$ cat config.mk
export PLATFORM = sky130hd
export DESIGN_NAME = adjacency_matrix_graph_traversal
export DESIGN_NICKNAME = d
export VERILOG_FILES = /design/src/design/amgt_pkg.sv /design/src/design/amgt_ctrl.sv /design/src/design/amgt_datapath.sv /design/src/design/adjacency_matrix_graph_traversal.sv
export SDC_FILE = /design/constraint.sdc
export NUM_CORES = 1
export LEC_CHECK = 0
export ABC_AREA = 1
export BUFFER_PORTS_ARGS = -buffer_cell sky130_fd_sc_hd__buf_2
export CORE_UTILIZATION = 45
export CTS_CLUSTER_DIAMETER = 120
export DETAILED_ROUTE_END_ITERATION = 6
export PLACE_DENSITY = 0.69
export SETUP_SLACK_MARGIN = 0.4
export SYNTH_ARGS = -nofsm -noshare
export SYNTH_HDL_FRONTEND = slang
export SYNTH_HIERARCHICAL = 1
export SYNTH_SLANG_ARGS = --single-unit
$ cat constraint.sdc
create_clock -name clock -period 4.57 [get_ports clock]
set_input_delay 0.6855 -clock clock [delete_from_list [all_inputs] [get_ports clock]]
set_output_delay 0.6855 -clock clock [all_outputs]
set_load 0.05 [all_outputs]
$ cat src/design/amgt_pkg.sv
// Package for the adjacency matrix graph traversal block.
// Holds the shared constants, operation codes and controller/datapath types.
// No dependencies.
`timescale 1ns / 1ps

package amgt_pkg;

   localparam int MAX_VERTICES_DEFAULT = 16;
   localparam int FIELD_VERTICES       = 16;
   localparam int VERTEX_W             = 4;
   localparam int KIND_W               = 2;
   localparam int COUNT_W              = 5;
   localparam int ADDR_W               = 3;
   localparam int DATA_W               = 32;

   localparam logic [COUNT_W-1:0] COUNT_RESET      = 5'd16;
   localparam logic [0:0]         REG_VERTEX_COUNT = 1'b0;

   typedef enum logic [KIND_W-1:0] {
      KIND_DIRECTED   = 2'd0,
      KIND_UNDIRECTED = 2'd1,
      KIND_SWEEP      = 2'd2,
      KIND_DEPTH      = 2'd3
   } kind_type;

   typedef enum logic [2:0] {
      ST_IDLE,
      ST_SWEEP_HEAD,
      ST_SWEEP_SCAN,
      ST_DEPTH_SCAN,
      ST_FLUSH
   } state_type;

   typedef enum logic [2:0] {
      DP_NONE,
      DP_EDGE,
      DP_SWEEP_INIT,
      DP_SWEEP_HEAD,
      DP_SWEEP_SCAN,
      DP_DEPTH_INIT,
      DP_DEPTH_STEP,
      DP_FLUSH
   } dp_op_type;

   typedef struct packed {
      dp_op_type op;
   } ctrl_cmd_type;

   typedef struct packed {
      logic cnt_zero;
      logic start_ok;
      logic head_hit;
      logic scan_hit;
      logic row_last;
      logic col_last;
      logic depth_push;
      logic depth_pop;
      logic depth_one;
      logic pend_valid;
      logic out_free;
   } dp_status_type;

endpackage

$ cat src/design/amgt_ctrl.sv
// Controller state machine of the graph traversal block.
// Sequences edge inserts and both traversal orders; depends on amgt_pkg.
`timescale 1ns / 1ps

module amgt_ctrl (
   input  logic                            clock,
   input  logic                            reset,
   input  logic                            req_valid,
   input  logic [amgt_pkg::KIND_W-1:0]     req_kind,
   output logic                            req_ready,
   input  amgt_pkg::dp_status_type         status,
   output amgt_pkg::ctrl_cmd_type          cmd
);

   amgt_pkg::state_type state_ff, state_in;
   logic need_emit;
   logic blocked;

   // An emission moves the pending result into the output register, so it
   // has to wait while that register is still held by the receiver.
   always_comb begin
      case (state_ff)
         amgt_pkg::ST_SWEEP_HEAD: need_emit = status.head_hit;
         amgt_pkg::ST_SWEEP_SCAN: need_emit = status.scan_hit;
         amgt_pkg::ST_DEPTH_SCAN: need_emit = status.depth_push;
         amgt_pkg::ST_FLUSH:      need_emit = 1'b1;
         default:                 need_emit = 1'b0;
      endcase
      blocked = need_emit && status.pend_valid && !status.out_free;
   end

   always_comb begin
      state_in = state_ff;
      case (state_ff)
         amgt_pkg::ST_IDLE: begin
            if (req_valid) begin
               case (amgt_pkg::kind_type'(req_kind))
                  amgt_pkg::KIND_SWEEP: begin
                     if (!status.cnt_zero) state_in = amgt_pkg::ST_SWEEP_HEAD;
                  end
                  amgt_pkg::KIND_DEPTH: begin
                     if (status.start_ok) state_in = amgt_pkg::ST_DEPTH_SCAN;
                  end
                  default: state_in = amgt_pkg::ST_IDLE;
               endcase
            end
         end
         amgt_pkg::ST_SWEEP_HEAD: begin
            if (!blocked) state_in = amgt_pkg::ST_SWEEP_SCAN;
         end
         amgt_pkg::ST_SWEEP_SCAN: begin
            if (!blocked && status.col_last) begin
               if (status.row_last) state_in = amgt_pkg::ST_FLUSH;
               else                 state_in = amgt_pkg::ST_SWEEP_HEAD;
            end
         end
         amgt_pkg::ST_DEPTH_SCAN: begin
            if (!blocked && status.depth_pop && status.depth_one)
               state_in = amgt_pkg::ST_FLUSH;
         end
         amgt_pkg::ST_FLUSH: begin
            if (!blocked) state_in = amgt_pkg::ST_IDLE;
         end
         default: state_in = amgt_pkg::ST_IDLE;
      endcase
   end

   always_comb begin
      req_ready = (state_ff == amgt_pkg::ST_IDLE);
      cmd.op    = amgt_pkg::DP_NONE;
      case (state_ff)
         amgt_pkg::ST_IDLE: begin
            if (req_valid) begin
               case (amgt_pkg::kind_type'(req_kind))
                  amgt_pkg::KIND_DIRECTED,
                  amgt_pkg::KIND_UNDIRECTED: cmd.op = amgt_pkg::DP_EDGE;
                  amgt_pkg::KIND_SWEEP: begin
                     if (!status.cnt_zero) cmd.op = amgt_pkg::DP_SWEEP_INIT;
                  end
                  amgt_pkg::KIND_DEPTH: begin
                     if (status.start_ok) cmd.op = amgt_pkg::DP_DEPTH_INIT;
                  end
                  default: cmd.op = amgt_pkg::DP_NONE;
               endcase
            end
         end
         amgt_pkg::ST_SWEEP_HEAD: if (!blocked) cmd.op = amgt_pkg::DP_SWEEP_HEAD;
         amgt_pkg::ST_SWEEP_SCAN: if (!blocked) cmd.op = amgt_pkg::DP_SWEEP_SCAN;
         amgt_pkg::ST_DEPTH_SCAN: if (!blocked) cmd.op = amgt_pkg::DP_DEPTH_STEP;
         amgt_pkg::ST_FLUSH: begin
            if (!blocked && status.pend_valid) cmd.op = amgt_pkg::DP_FLUSH;
         end
         default: cmd.op = amgt_pkg::DP_NONE;
      endcase
   end

   always_ff @(posedge clock) begin
      if (reset) begin
         state_ff <= amgt_pkg::ST_IDLE;
      end else begin
         state_ff <= state_in;
      end
   end

endmodule

$ cat src/design/amgt_datapath.sv
// Datapath of the graph traversal block: adjacency matrix, visited mask,
// scan counters, walk stack and the pending/output result registers.
// Depends on amgt_pkg; driven by amgt_ctrl through a command struct.
`timescale 1ns / 1ps

module amgt_datapath #(
   parameter int MAX_VERTICES = amgt_pkg::MAX_VERTICES_DEFAULT
) (
   input  logic                              clock,
   input  logic                              reset,
   input  amgt_pkg::ctrl_cmd_type            cmd,
   output amgt_pkg::dp_status_type           status,
   input  logic [amgt_pkg::COUNT_W-1:0]      vertex_count,
   input  logic [amgt_pkg::KIND_W-1:0]       req_kind,
   input  logic [amgt_pkg::VERTEX_W-1:0]     req_from_vertex,
   input  logic [amgt_pkg::VERTEX_W-1:0]     req_to_vertex,
   input  logic [amgt_pkg::VERTEX_W-1:0]     req_start_vertex,
   input  logic                              rsp_ready,
   output logic                              rsp_valid,
   output logic [amgt_pkg::VERTEX_W-1:0]     rsp_vertex,
   output logic                              rsp_last
);

   localparam int NV = (MAX_VERTICES < amgt_pkg::FIELD_VERTICES) ?
                       MAX_VERTICES : amgt_pkg::FIELD_VERTICES;
   localparam int VW = $clog2(NV);
   localparam int CW = $clog2(NV + 1);

   logic [NV-1:0]      adj_ff [NV];
   logic [NV-1:0]      visited_ff, visited_in;
   logic [VW-1:0]      row_ff, row_in;
   logic [VW-1:0]      col_ff, col_in;
   logic [VW-1:0]      cur_ff, cur_in;
   logic [CW-1:0]      idx_ff, idx_in;
   logic [CW-1:0]      depth_ff, depth_in;
   logic [CW+VW-1:0]   stack_ff [NV];
   logic               pend_valid_ff, pend_valid_in;
   logic [VW-1:0]      pend_vertex_ff, pend_vertex_in;
   logic               out_valid_ff, out_valid_in;
   logic [VW-1:0]      out_vertex_ff, out_vertex_in;
   logic               out_last_ff, out_last_in;

   logic [CW-1:0]      cnt;
   logic [VW-1:0]      from_idx, to_idx, start_idx, idx_v;
   logic               edge_ok, depth_end, depth_hit, depth_full;
   logic               emit_en;
   logic [VW-1:0]      emit_v;
   logic               stack_we;
   logic [VW-1:0]      stack_wa;
   logic [CW+VW-1:0]   stack_wd;

   // The count in use is capped at the size of the matrix.
   always_comb begin
      if (vertex_count > amgt_pkg::COUNT_W'(NV)) cnt = CW'(NV);
      else                                       cnt = CW'(vertex_count);
   end

   assign from_idx  = req_from_vertex[VW-1:0];
   assign to_idx    = req_to_vertex[VW-1:0];
   assign start_idx = req_start_vertex[VW-1:0];
   assign idx_v     = idx_ff[VW-1:0];
   assign edge_ok   = (req_from_vertex < cnt) && (req_to_vertex < cnt);

   assign depth_end  = (idx_ff >= cnt);
   assign depth_hit  = !depth_end && adj_ff[idx_v][cur_ff] && !visited_ff[idx_v];
   assign depth_full = (depth_ff >= CW'(NV));

   always_comb begin
      status.cnt_zero   = (cnt == '0);
      status.start_ok   = (req_start_vertex < cnt);
      status.head_hit   = !visited_ff[row_ff];
      status.scan_hit   = adj_ff[row_ff][col_ff] && !visited_ff[col_ff];
      status.row_last   = (CW'(row_ff) == CW'(cnt - 1'b1));
      status.col_last   = (CW'(col_ff) == CW'(cnt - 1'b1));
      status.depth_push = depth_hit && !depth_full;
      status.depth_pop  = depth_end || (depth_hit && depth_full);
      status.depth_one  = (depth_ff == CW'(1));
      status.pend_valid = pend_valid_ff;
      status.out_free   = !out_valid_ff || rsp_ready;
   end

   always_comb begin
      visited_in     = visited_ff;
      row_in         = row_ff;
      col_in         = col_ff;
      cur_in         = cur_ff;
      idx_in         = idx_ff;
      depth_in       = depth_ff;
      pend_valid_in  = pend_valid_ff;
      pend_vertex_in = pend_vertex_ff;
      out_valid_in   = out_valid_ff && !rsp_ready;
      out_vertex_in  = out_vertex_ff;
      out_last_in    = out_last_ff;
      emit_en        = 1'b0;
      emit_v         = '0;
      stack_we       = 1'b0;
      stack_wa       = '0;
      stack_wd       = '0;

      case (cmd.op)
         amgt_pkg::DP_SWEEP_INIT: begin
            visited_in = '0;
            row_in     = '0;
            col_in     = '0;
         end
         amgt_pkg::DP_SWEEP_HEAD: begin
            if (status.head_hit) begin
               emit_en = 1'b1;
               emit_v  = row_ff;
            end
            col_in = '0;
         end
         amgt_pkg::DP_SWEEP_SCAN: begin
            if (status.scan_hit) begin
               emit_en = 1'b1;
               emit_v  = col_ff;
            end
            if (status.col_last) begin
               col_in = '0;
               row_in = VW'(row_ff + 1'b1);
            end else begin
               col_in = VW'(col_ff + 1'b1);
            end
         end
         amgt_pkg::DP_DEPTH_INIT: begin
            visited_in = '0;
            emit_en    = 1'b1;
            emit_v     = start_idx;
            cur_in     = start_idx;
            idx_in     = '0;
            depth_in   = CW'(1);
         end
         amgt_pkg::DP_DEPTH_STEP: begin
            if (status.depth_pop) begin
               // Return to the frame below and resume its scan.
               depth_in = CW'(depth_ff - 1'b1);
               if (!status.depth_one) begin
                  {idx_in, cur_in} = stack_ff[VW'(depth_ff - 2'd2)];
               end
            end else if (depth_hit) begin
               stack_we = 1'b1;
               stack_wa = VW'(depth_ff - 1'b1);
               stack_wd = {CW'(idx_ff + 1'b1), cur_ff};
               cur_in   = idx_v;
               idx_in   = '0;
               depth_in = CW'(depth_ff + 1'b1);
               emit_en  = 1'b1;
               emit_v   = idx_v;
            end else begin
               idx_in = CW'(idx_ff + 1'b1);
            end
         end
         amgt_pkg::DP_FLUSH: begin
            out_valid_in  = 1'b1;
            out_vertex_in = pend_vertex_ff;
            out_last_in   = 1'b1;
            pend_valid_in = 1'b0;
         end
         default: begin
         end
      endcase

      // A new vertex pushes the one held back into the output register; the
      // held one is known not to be the last of the traversal.
      if (emit_en) begin
         visited_in = visited_in | (NV'(1) << emit_v);
         if (pend_valid_ff) begin
            out_valid_in  = 1'b1;
            out_vertex_in = pend_vertex_ff;
            out_last_in   = 1'b0;
         end
         pend_valid_in  = 1'b1;
         pend_vertex_in = emit_v;
      end
   end

   always_ff @(posedge clock) begin
      if (reset) begin
         adj_ff <= '{default: '0};
      end else if (cmd.op == amgt_pkg::DP_EDGE && edge_ok) begin
         adj_ff[from_idx][to_idx] <= 1'b1;
         if (req_kind == amgt_pkg::KIND_UNDIRECTED) adj_ff[to_idx][from_idx] <= 1'b1;
      end
   end

   always_ff @(posedge clock) begin
      if (stack_we) stack_ff[stack_wa] <= stack_wd;
   end

   always_ff @(posedge clock) begin
      if (reset) begin
         visited_ff    <= '0;
         depth_ff      <= '0;
         pend_valid_ff <= 1'b0;
         out_valid_ff  <= 1'b0;
      end else begin
         visited_ff    <= visited_in;
         depth_ff      <= depth_in;
         pend_valid_ff <= pend_valid_in;
         out_valid_ff  <= out_valid_in;
      end
   end

   always_ff @(posedge clock) begin
      row_ff         <= row_in;
      col_ff         <= col_in;
      cur_ff         <= cur_in;
      idx_ff         <= idx_in;
      pend_vertex_ff <= pend_vertex_in;
      out_vertex_ff  <= out_vertex_in;
      out_last_ff    <= out_last_in;
   end

   assign rsp_valid  = out_valid_ff;
   assign rsp_vertex = amgt_pkg::VERTEX_W'(out_vertex_ff);
   assign rsp_last   = out_last_ff;

endmodule

$ cat src/design/adjacency_matrix_graph_traversal.sv
// Adjacency matrix graph traversal block: edge inserts, row sweep and
// depth-first walk over a bit matrix of up to 16 vertices.
//
// Usage. Each req_ transaction carries a kind: add a directed edge, add an
// undirected edge, run a row sweep or run a depth-first walk from
// req_start_vertex. Edge inserts return nothing and leave the block ready; an edge
// naming a vertex at or beyond the count in use is dropped. A traversal
// returns one rsp_ transaction per visited vertex, rsp_last marking the final
// one. Results are held back one vertex so that the last can be flagged,
// then pass through an output register.
// Sequencing. With n vertices in use the controller examines one matrix
// entry a cycle, unless the receiver holds rsp_ready low while a result
// waits: a row sweep checks each row head and then scans its columns; a
// depth-first walk scans column entries, pushes each new vertex and pops
// once per visited vertex. The next transaction is taken once the final
// result sits in the output register. The register vertex_count is written
// over the APB-style port; the user must write it only while the block is
// idle, which the block itself does not enforce. Reset clears the matrix,
// the visited mask and the result registers, and sets vertex_count to 16.
// Depends on amgt_pkg, amgt_ctrl and amgt_datapath.
`timescale 1ns / 1ps

module adjacency_matrix_graph_traversal #(
   parameter int MAX_VERTICES = amgt_pkg::MAX_VERTICES_DEFAULT
) (
   input  logic                              clock,
   input  logic                              reset,
   input  logic                              req_valid,
   output logic                              req_ready,
   input  logic [amgt_pkg::KIND_W-1:0]       req_kind,
   input  logic [amgt_pkg::VERTEX_W-1:0]     req_from_vertex,
   input  logic [amgt_pkg::VERTEX_W-1:0]     req_to_vertex,
   input  logic [amgt_pkg::VERTEX_W-1:0]     req_start_vertex,
   output logic                              rsp_valid,
   input  logic                              rsp_ready,
   output logic [amgt_pkg::VERTEX_W-1:0]     rsp_vertex,
   output logic                              rsp_last,
   input  logic                              psel,
   input  logic                              penable,
   input  logic                              pwrite,
   input  logic [amgt_pkg::ADDR_W-1:0]       paddr,
   input  logic [amgt_pkg::DATA_W-1:0]       pwdata,
   output logic [amgt_pkg::DATA_W-1:0]       prdata,
   output logic                              pready
);

   amgt_pkg::ctrl_cmd_type   cmd;
   amgt_pkg::dp_status_type  status;
   logic [amgt_pkg::COUNT_W-1:0] vertex_count_ff;
   logic                         reg_hit;

   assign reg_hit = (paddr[amgt_pkg::ADDR_W-1:2] == amgt_pkg::REG_VERTEX_COUNT);
   assign pready  = 1'b1;

   always_ff @(posedge clock) begin
      if (reset) begin
         vertex_count_ff <= amgt_pkg::COUNT_RESET;
      end else if (psel && penable && pwrite && reg_hit) begin
         vertex_count_ff <= pwdata[amgt_pkg::COUNT_W-1:0];
      end
   end

   always_comb begin
      if (reg_hit) prdata = amgt_pkg::DATA_W'(vertex_count_ff);
      else         prdata = '0;
   end

   amgt_ctrl u_ctrl (
      .clock     (clock),
      .reset     (reset),
      .req_valid (req_valid),
      .req_kind  (req_kind),
      .req_ready (req_ready),
      .status    (status),
      .cmd       (cmd)
   );

   amgt_datapath #(
      .MAX_VERTICES (MAX_VERTICES)
   ) u_datapath (
      .clock            (clock),
      .reset            (reset),
      .cmd              (cmd),
      .status           (status),
      .vertex_count     (vertex_count_ff),
      .req_kind         (req_kind),
      .req_from_vertex  (req_from_vertex),
      .req_to_vertex    (req_to_vertex),
      .req_start_vertex (req_start_vertex),
      .rsp_ready        (rsp_ready),
      .rsp_valid        (rsp_valid),
      .rsp_vertex       (rsp_vertex),
      .rsp_last         (rsp_last)
   );

   // An edge insert finishes in its own cycle.
   a_edge_one_cycle: assert property (@(posedge clock) disable iff (reset)
      (req_valid && req_ready &&
       (req_kind == amgt_pkg::KIND_DIRECTED || req_kind == amgt_pkg::KIND_UNDIRECTED))
      |=> req_ready)
      else $error("edge insert did not return to idle");

   // A row sweep accepted with a non-zero vertex count makes the block busy.
   a_sweep_busy: assert property (@(posedge clock) disable iff (reset)
      (req_valid && req_ready && req_kind == amgt_pkg::KIND_SWEEP &&
       vertex_count_ff != '0)
      |=> !req_ready)
      else $error("row sweep accepted but block still idle");

   // A completed register write lands in vertex_count.
   a_cfg_write: assert property (@(posedge clock) disable iff (reset)
      (psel && penable && pwrite && pready && reg_hit)
      |=> vertex_count_ff == $past(pwdata[amgt_pkg::COUNT_W-1:0]))
      else $error("vertex_count write lost");

endmodule

==> results of run 1 <==
## cell usage in the layout, fill, tap and decap left out, drive strengths merged, types with 2 or more instances in the layout
master | Yosys | layout
nand2 | 864 | 864
nand3 | 479 | 479
o21ai | 421 | 421
nor2 | 416 | 416
a21oi | 364 | 365
dfxtp | 292 | 292
buf | 145 | 287
inv | 178 | 177
edfxtp | 165 | 165
clkbuf | 149 | 93
conb | 2 | 28
o211ai | 26 | 26
ha | 25 | 25
clkinv | 6 | 25
o221ai | 22 | 22
o22ai | 16 | 16
a31oi | 15 | 15
xor2 | 13 | 13
nand4 | 12 | 12
clkinvlp | 0 | 6
nor3 | 6 | 6
bufinv | 0 | 5
or2 | 5 | 5
o2111ai | 4 | 4
xnor2 | 4 | 4
bufbuf | 0 | 3
a21boi | 2 | 2
a22oi | 2 | 2
o21a | 2 | 2
o2111a | 2 | 2
## what timing repair did
| item | in CTS | in global routing |
|---|---|---|
| hold buffers | 0 | 0 |
| endpoints found under the setup margin | 507 | 588 |
| cloned | 8 | 33 |
| pin swaps | 19 | 115 |
| gates resized for setup | 92 | 277 |
| hold endpoints to repair | 0 | 0 |
| buffers inserted | 21 | 35 |
## through the flow
step	worst slack (ns)	hold slack, ns	util	instance area [sq um]
after floorplan	0.3668	0.4452	-	25740
after global placement	-0.04721	0.4461	0.4924	27390
after detailed placement	-0.1185	0.4539	0.4924	27390
after CTS	0.3744	0.2855	0.5369	29870
after global routing	-0.1111	0.2900	0.5741	31940
final	0.02166	0.2930	0.5741	31940
## final cells by class
class / instances / share of cell area
Clock inverter: 28 / 0.01003
Timing Repair inverter: 1 / 0.0002350
Sequential cell: 457 / 0.3382
Inverter: 184 / 0.02303
Multi-Input combinational cell: 2733 / 0.4366
Timing Repair Buffer: 316 / 0.1185
Tap cell: 748 / 0.02930
Clock buffer: 67 / 0.04407
## flip-flops by register name, summed over array words and instances, names as in the netlist
name,count
u_datapath/pend_vertex_ff,4
u_ctrl/state_ff,3
u_datapath/cur_ff,4
u_datapath/visited_ff,16
u_datapath/col_ff,4
u_datapath/rsp_vertex,4
u_datapath/rsp_valid,1
u_datapath/adj_ff,256
u_datapath/stack_ff,144
u_datapath/row_ff,4
u_datapath/pend_valid_ff,1
u_datapath/idx_ff,5
u_datapath/depth_ff,5
vertex_count_ff,5
u_datapath/rsp_last,1
## path summary, 6_finish.rpt
| check | from | to | slack (ns) | cells after the start |
|---|---|---|---|---|
| min reg2reg | u_datapath/rsp_vertex[2] | u_datapath/rsp_vertex[2] | 0.46 | 2 |
| max reg2reg | u_datapath/idx_ff[0] | u_datapath/stack_ff[9][1] | 0.02 | 30 |
| min | pwdata[4] | vertex_count_ff[4] | 0.29 | 3 |
| max | u_datapath/idx_ff[0] | u_datapath/stack_ff[9][1] | 0.02 | 30 |
## cell families (layout without fill, tap and decap cells)
| group | Yosys count | after routing | share of synthesized area |
|---|---|---|---|
| compound gates | 879 | 880 | 0.1829 |
| xor+xnor | 17 | 17 | 0.005824 |
| fa+ha+maj | 25 | 25 | 0.01224 |
| buf+inv | 478 | 596 | 0.08262 |
| flops | 457 | 457 | 0.4225 |
| other cells | 2 | 28 | 0.0002938 |
| simple gates | 1783 | 1783 | 0.2937 |
## per-layer routing
metal,up-vias,share of wire
met5,-,0
li1,12488,-
met3,346,0.11
met4,0,0.055
met1,12502,0.39
met2,1713,0.44
## power by group through the flow
stage | logic, uW | registers (uW) | clock network, uW
CTS | 7790 | 4570 | 4300
floorplan | 4510 | 4670 | 0
finish | 10100 | 4580 | 4280
global route | 10500 | 4590 | 4460
global placement | 7070 | 4660 | 0
detailed placement | 7100 | 4660 | 0
## worst max-delay path, delay by kind of cell (launching register included)
kind / cells / cell delay [ns]
AOI/OAI and AO/OA: 4 / 0.66
and+or+nand+nor: 16 / 1.94
buffers and inverters: 10 / 1.24
DFF: 1 / 0.42
==> run summary, run 1 <==
die footprint: 57770 sq um
Finish-stage setup viols: 0
drc violations: 1
Via density: 5.966
Final Wtd Congestion: 0.9686
Slew HR: 0.2319
Synth Instances: 3641
Setup Crit Path Kind: reg2reg
grt total ovfl: 0
sequential area share after synthesis: 0.4225
DPL Wire Length: 55.31 mm
first-pass GRT wire length: 135.5 mm
Pre-Repair DR Iteration Count: 7
Leak Pwr: 0.01167 uW
most used routing layer: met2
Commonest cells post-synth: nand2_1, nand3_1, nor2_1, o21ai_0, a21oi_1
Mapped Avg Cell Area: 7.021 sq um
sequential share of power: 0.242
Min-Delay Path Class: in2reg
PD cells: 593.0 nW/um^2
vias in the first global route: 23.55k
clk sinks: 457
Sw Share: 0.4356
Ports: 96
maximum clock frequency: 0.2199 GHz
Pint: 10690 uW
grt met3 use: 0.06774
Routed WL per cell: 20.89 um
Via Count: 27.05k
RSZ-0062 raised after global routing: yes
drt total wl: 94.71 mm
placed cells: 4342
met1 Use GR: 0.4016
CP required: 4.92 ns
fin. max-slew vios: 0
CP endpoint kind: flop
Tot Pwr: 18940 uW
Final nets: 3825
clock buffer depth: 3
pin count of the biggest net entering global routing: 118
height of the die: 240.4 um
Reg area: 10800 sq um
Netlist cell types: 49
antenna violations before repair: 0
Startpoint Class: flop
Psw: 8252 uW
Clk Latency, worst-skew pair: 0.63 ns
Worst Path Arrival: 4.90 ns
Tmin final: 4.548 ns
worst-path fanout max: 8
run status: finished, violations left
Core Footprint: 55630 sq um
Cell Rows: 86
count leader, synth: nand2_1
Starting Density: 0.4595
Max-Cap Viols: 0
Worst IR Drop VDD: 0.3958 mV
Synth Warn #: 6
leading area contributor after synthesis: dfxtp_1
fill cell count: 4988
post-synthesis sequential element count: 457
area of the multi-input gates: 13950 sq um
slowest stage delay, CP: 0.42 ns
setup_tns: 0 ns
Antenna Diode Count: 0
Global Route met2 Usage: 0.4673
Starting DRT DRC Count: 3730
Synth Flop Type: dfxtp_1
synth top area cells: dfxtp_1, edfxtp_1, nand2_1, nand3_1, o21ai_0
Port Buffer Count: 38
clock power share: 0.226
Post-Layout Cell Count: 4534
failing checks: design-rule violations
die span in x: 240.4 um
Layout area overhead: 24.94%
CTS tree: yes
Combinational Power Share: 0.532
CTS clock-pin slew for the worst setup and hold paths: 0.06 ns
share of cells above drive strength 1: 0.1849
Worst Skew: 0.01793 ns
CTS buffer count: 51
Final Hold Vio Count: 0
most frequent CP cell: nor2_4
Worst-Margin Slew: 1.151 ns
CTS Root Cell: clkbuf_16
H-tree Lvls: 2
DRT antenna net count: 0
post-synth top area share: 0.2287
Post-synth EDFFs: 165
Async SR Flop Fraction: 0
Slowest-stage cell, CP: edfxtp_1
final worst-path cycle share: 0.9953
Cell Area, Synth: 25560 sq um
overall routing resource usage: 0.3037
No activity file was read; power rests on OpenSTA's default activity.
==> inputs of run 2 (changes only) <==
--- a/config.mk
+++ b/config.mk
@@ -7,10 +7,10 @@
 export LEC_CHECK = 0
 export ABC_AREA = 1
 export BUFFER_PORTS_ARGS = -buffer_cell sky130_fd_sc_hd__buf_2
-export CORE_UTILIZATION = 45
+export CORE_UTILIZATION = 35
 export CTS_CLUSTER_DIAMETER = 120
 export DETAILED_ROUTE_END_ITERATION = 6
-export PLACE_DENSITY = 0.69
+export PLACE_DENSITY = 0.58
 export SETUP_SLACK_MARGIN = 0.4
 export SYNTH_ARGS = -nofsm -noshare
 export SYNTH_HDL_FRONTEND = slang
==> run 2 against run 1 <==
The run now ends clean. Register-to-register slack improved by 0.19 ns. Combinational power fell by 9%. Clock power up 3%. Cell area fell by 1.4%. Via count decreased by 2.8%. Clock-buffer cell count grew 6.
==> run summary, run 2 (synthesis results as in run 1) <==
Slowest-stage cell, CP: edfxtp_1 (unchanged)
Cell Rows: 98 (was 86)
Starting DRT DRC Count: 3214 (was 3730)
overall routing resource usage: 0.2480 (was 0.3037)
antenna violations before repair: 1 (was 0)
Tmin final: 4.362 ns (was 4.548 ns)
CTS clock-pin slew for the worst setup and hold paths: 0.06 ns (about the same)
Setup Crit Path Kind: reg2reg (unchanged)
sequential share of power: 0.251 (was 0.242)
Largest Register: u_datapath/adj_ff (unchanged)
max reg flops: 256 (unchanged)
Final Hold Vio Count: 0 (unchanged)
run status: finished clean (was finished, violations left)
H-tree Lvls: 2 (unchanged)
worst-path fanout max: 17 (was 8)
Via density: 5.575 (was 5.966)
Worst Path Arrival: 4.71 ns (was 4.90 ns)
CP required: 4.91 ns (was 4.92 ns)
FF-to-FF setup slack: 0.21 ns (was 0.02 ns)
Pint: 10280 uW (was 10690 uW)
share of cells above drive strength 1: 0.1551 (was 0.1849)
Worst Skew: 0.04280 ns (was 0.01793 ns)
drt total wl: 97.25 mm (was 94.71 mm)
CTS tree: yes (unchanged)
height of the die: 272.3 um (was 240.4 um)
Final Wtd Congestion: 0.9192 (was 0.9686)
clk sinks: 457 (unchanged)
grt total ovfl: 0 (unchanged)
hold-fix buffers at CTS: 0 (unchanged)
Hold WS: 0.2882 ns (was 0.2930 ns)
most frequent CP cell: buf_4 (was nor2_4)
die span in x: 272.3 um (was 240.4 um)
Placed Area: 27840 sq um (was 27390 sq um)
Combinational Power Share: 0.506 (was 0.532)
slowest stage delay, CP: 0.44 ns (was 0.42 ns)
cell family with most CP delay: simple AND/OR/NAND/NOR gates (unchanged)
first-pass GRT wire length: 142.2 mm (was 135.5 mm)
CTS buffer count: 52 (was 51)
HP Start: pwdata[4] (unchanged)
Starting Density: 0.3558 (was 0.4595)
most frequent cells in the layout: nand2_1, nand3_1, o21ai_0, nor2_1, a21oi_1 (unchanged)
Via Count: 26.29k (was 27.05k)
Worst-Margin Slew: 1.239 ns (was 1.151 ns)
r2r endpoint: u_datapath/stack_ff[0][1] (was u_datapath/stack_ff[9][1])
Layout area overhead: 23.13% (was 24.94%)
pin count of the biggest net entering global routing: 106 (was 118)
top flop regs: u_datapath/adj_ff x256, u_datapath/stack_ff x144, u_datapath/visited_ff x16 (unchanged)
CTS Root Cell: clkbuf_16 (unchanged)
Critical R2R Launch: u_datapath/idx_ff[0] (unchanged)
Port Buffer Count: 38 (unchanged)
Min-Delay Path Class: in2reg (unchanged)
clock power share: 0.242 (was 0.226)
fill cell count: 7239 (was 4988)
DRT antenna net count: 0 (unchanged)
PD cells: 578.8 nW/um^2 (was 593.0 nW/um^2)
fin. max-slew vios: 0 (unchanged)
Tot Pwr: 18220 uW (was 18940 uW)
CP endpoint kind: flop (unchanged)
Final nets: 3804 (was 3825)
Pre-Repair DR Iteration Count: 7 (unchanged)
Routed WL per cell: 20.62 um (was 20.89 um)
Finish-stage setup viols: 0 (unchanged)
final worst-path cycle share: 0.9546 (was 0.9953)
Worst IR Drop VDD: 0.3511 mV (was 0.3958 mV)
RSZ-0062 raised after global routing: yes (unchanged)
Psw: 7936 uW (was 8252 uW)
maximum clock frequency: 0.2292 GHz (was 0.2199 GHz)
Worst Reg2Reg Path Length in Cells: 30 (unchanged)
area of the multi-input gates: 13520 sq um (was 13950 sq um)
most common cell after layout, fill and taps aside: nand2_1 (unchanged)
Setup WS pre-CTS: -0.09647 ns (was -0.1185 ns)
WP buf/inv: 10 (unchanged)
DPL Wire Length: 59.16 mm (was 55.31 mm)
Slew HR: 0.1730 (was 0.2319)
Sw Share: 0.4356 (about the same)
die footprint: 74130 sq um (was 57770 sq um)
Leak Pwr: 0.01144 uW (was 0.01167 uW)
Antenna Diode Count: 0 (unchanged)
drc violations: 0 (was 1)
final worst slack: 0.2076 ns (was 0.02166 ns)
clock buffer depth: 3 (unchanged)
Startpoint Class: flop (unchanged)
Ports: 96 (unchanged)
Hold Path Stages: 3 (unchanged)
Clk Latency, worst-skew pair: 0.64 ns (was 0.63 ns)
Core Footprint: 71850 sq um (was 55630 sq um)
Reg area: 10800 sq um (unchanged)
Worst Hold End: vertex_count_ff[4] (unchanged)
Max-Cap Viols: 0 (unchanged)
vias in the first global route: 23.23k (was 23.55k)
Design Area, Final: 31480 sq um (was 31940 sq um)
run 2: cell count changes in the layout (fill, tap and decap cells not counted), moves of 10 or more:
cell | before | now
nand3_2 | 81 | 59
a21oi_1 | 299 | 347
clkbuf_16 | 77 | 65
nand2_1 | 818 | 841
o21ai_1 | 42 | 32
nand2_2 | 30 | 14
buf_4 | 139 | 152
o21ai_0 | 376 | 387
nand3_1 | 391 | 415
buf_6 | 52 | 27
a21oi_2 | 59 | 13
run 2: power groups by stage:
stage	clock (uW)	sequential [uW]	combinational (uW)
global placement	0	4670	7490
CTS	4490	4580	8370
global route	4630	4600	9690
finish	4410	4580	9220
floorplan	0	4670	4510
detailed placement	0	4670	7510
run 2: stage by stage:
stage	std cells	setup TNS, ns	utilization
after floorplan	3667	0	-
after global placement	4553	-4.069	0.3875
after detailed placement	4553	-4.770	0.3875
after CTS	4683	0	0.4266
after global routing	4716	0	0.4381
final	4716	0	0.4381
run 2: metal layers:
layer	vias up	part of all wire	track usage
met5	-	0.00016	0
met4	2	0.042	0.09284
met3	234	0.092	0.03756
met2	1343	0.44	0.3866
met1	12265	0.43	0.3449
li1	12448	-	-
run 2: layout make-up:
class / count / area share
Clock buffer: 73 / 0.04670
Clock inverter: 24 / 0.01065
Inverter: 184 / 0.02333
Multi-Input combinational cell: 2733 / 0.4296
Sequential cell: 457 / 0.3432
Tap cell: 950 / 0.03776
Timing Repair Buffer: 295 / 0.1088
run 2: how the worst max path moves through the flow:
stage	startpoint	endpoint	slack, ns	cells after the start
floorplan	u_datapath/idx_ff[0]	u_datapath/stack_ff[4][0]	0.37	23
global placement	u_datapath/idx_ff[2]	u_datapath/stack_ff[12][2]	-0.07	22
detailed placement	u_datapath/row_ff[0]	u_datapath/stack_ff[14][0]	-0.1	22
CTS	u_datapath/idx_ff[0]	u_datapath/stack_ff[11][4]	0.34	31
global route	u_datapath/idx_ff[0]	u_datapath/stack_ff[9][3]	0.02	31
finish	u_datapath/idx_ff[0]	u_datapath/stack_ff[0][1]	0.21	30
run 2: repair_timing:
| action | 4_1_cts | 5_1_grt |
|---|---|---|
| gates resized for setup | 118 | 82 |
| endpoints found under the setup margin | 526 | 583 |
| gates cloned | 11 | 14 |
| pin swaps | 23 | 28 |
| setup buffers | 22 | 19 |
run 2: worst register-to-register path: cells and delay by family (launching register included):
kind / cells / cell delay, ns
and+or+nand+nor: 14 / 1.54
DFF: 1 / 0.44
AOI/OAI and AO/OA: 6 / 0.62
buffers and inverters: 10 / 1.49
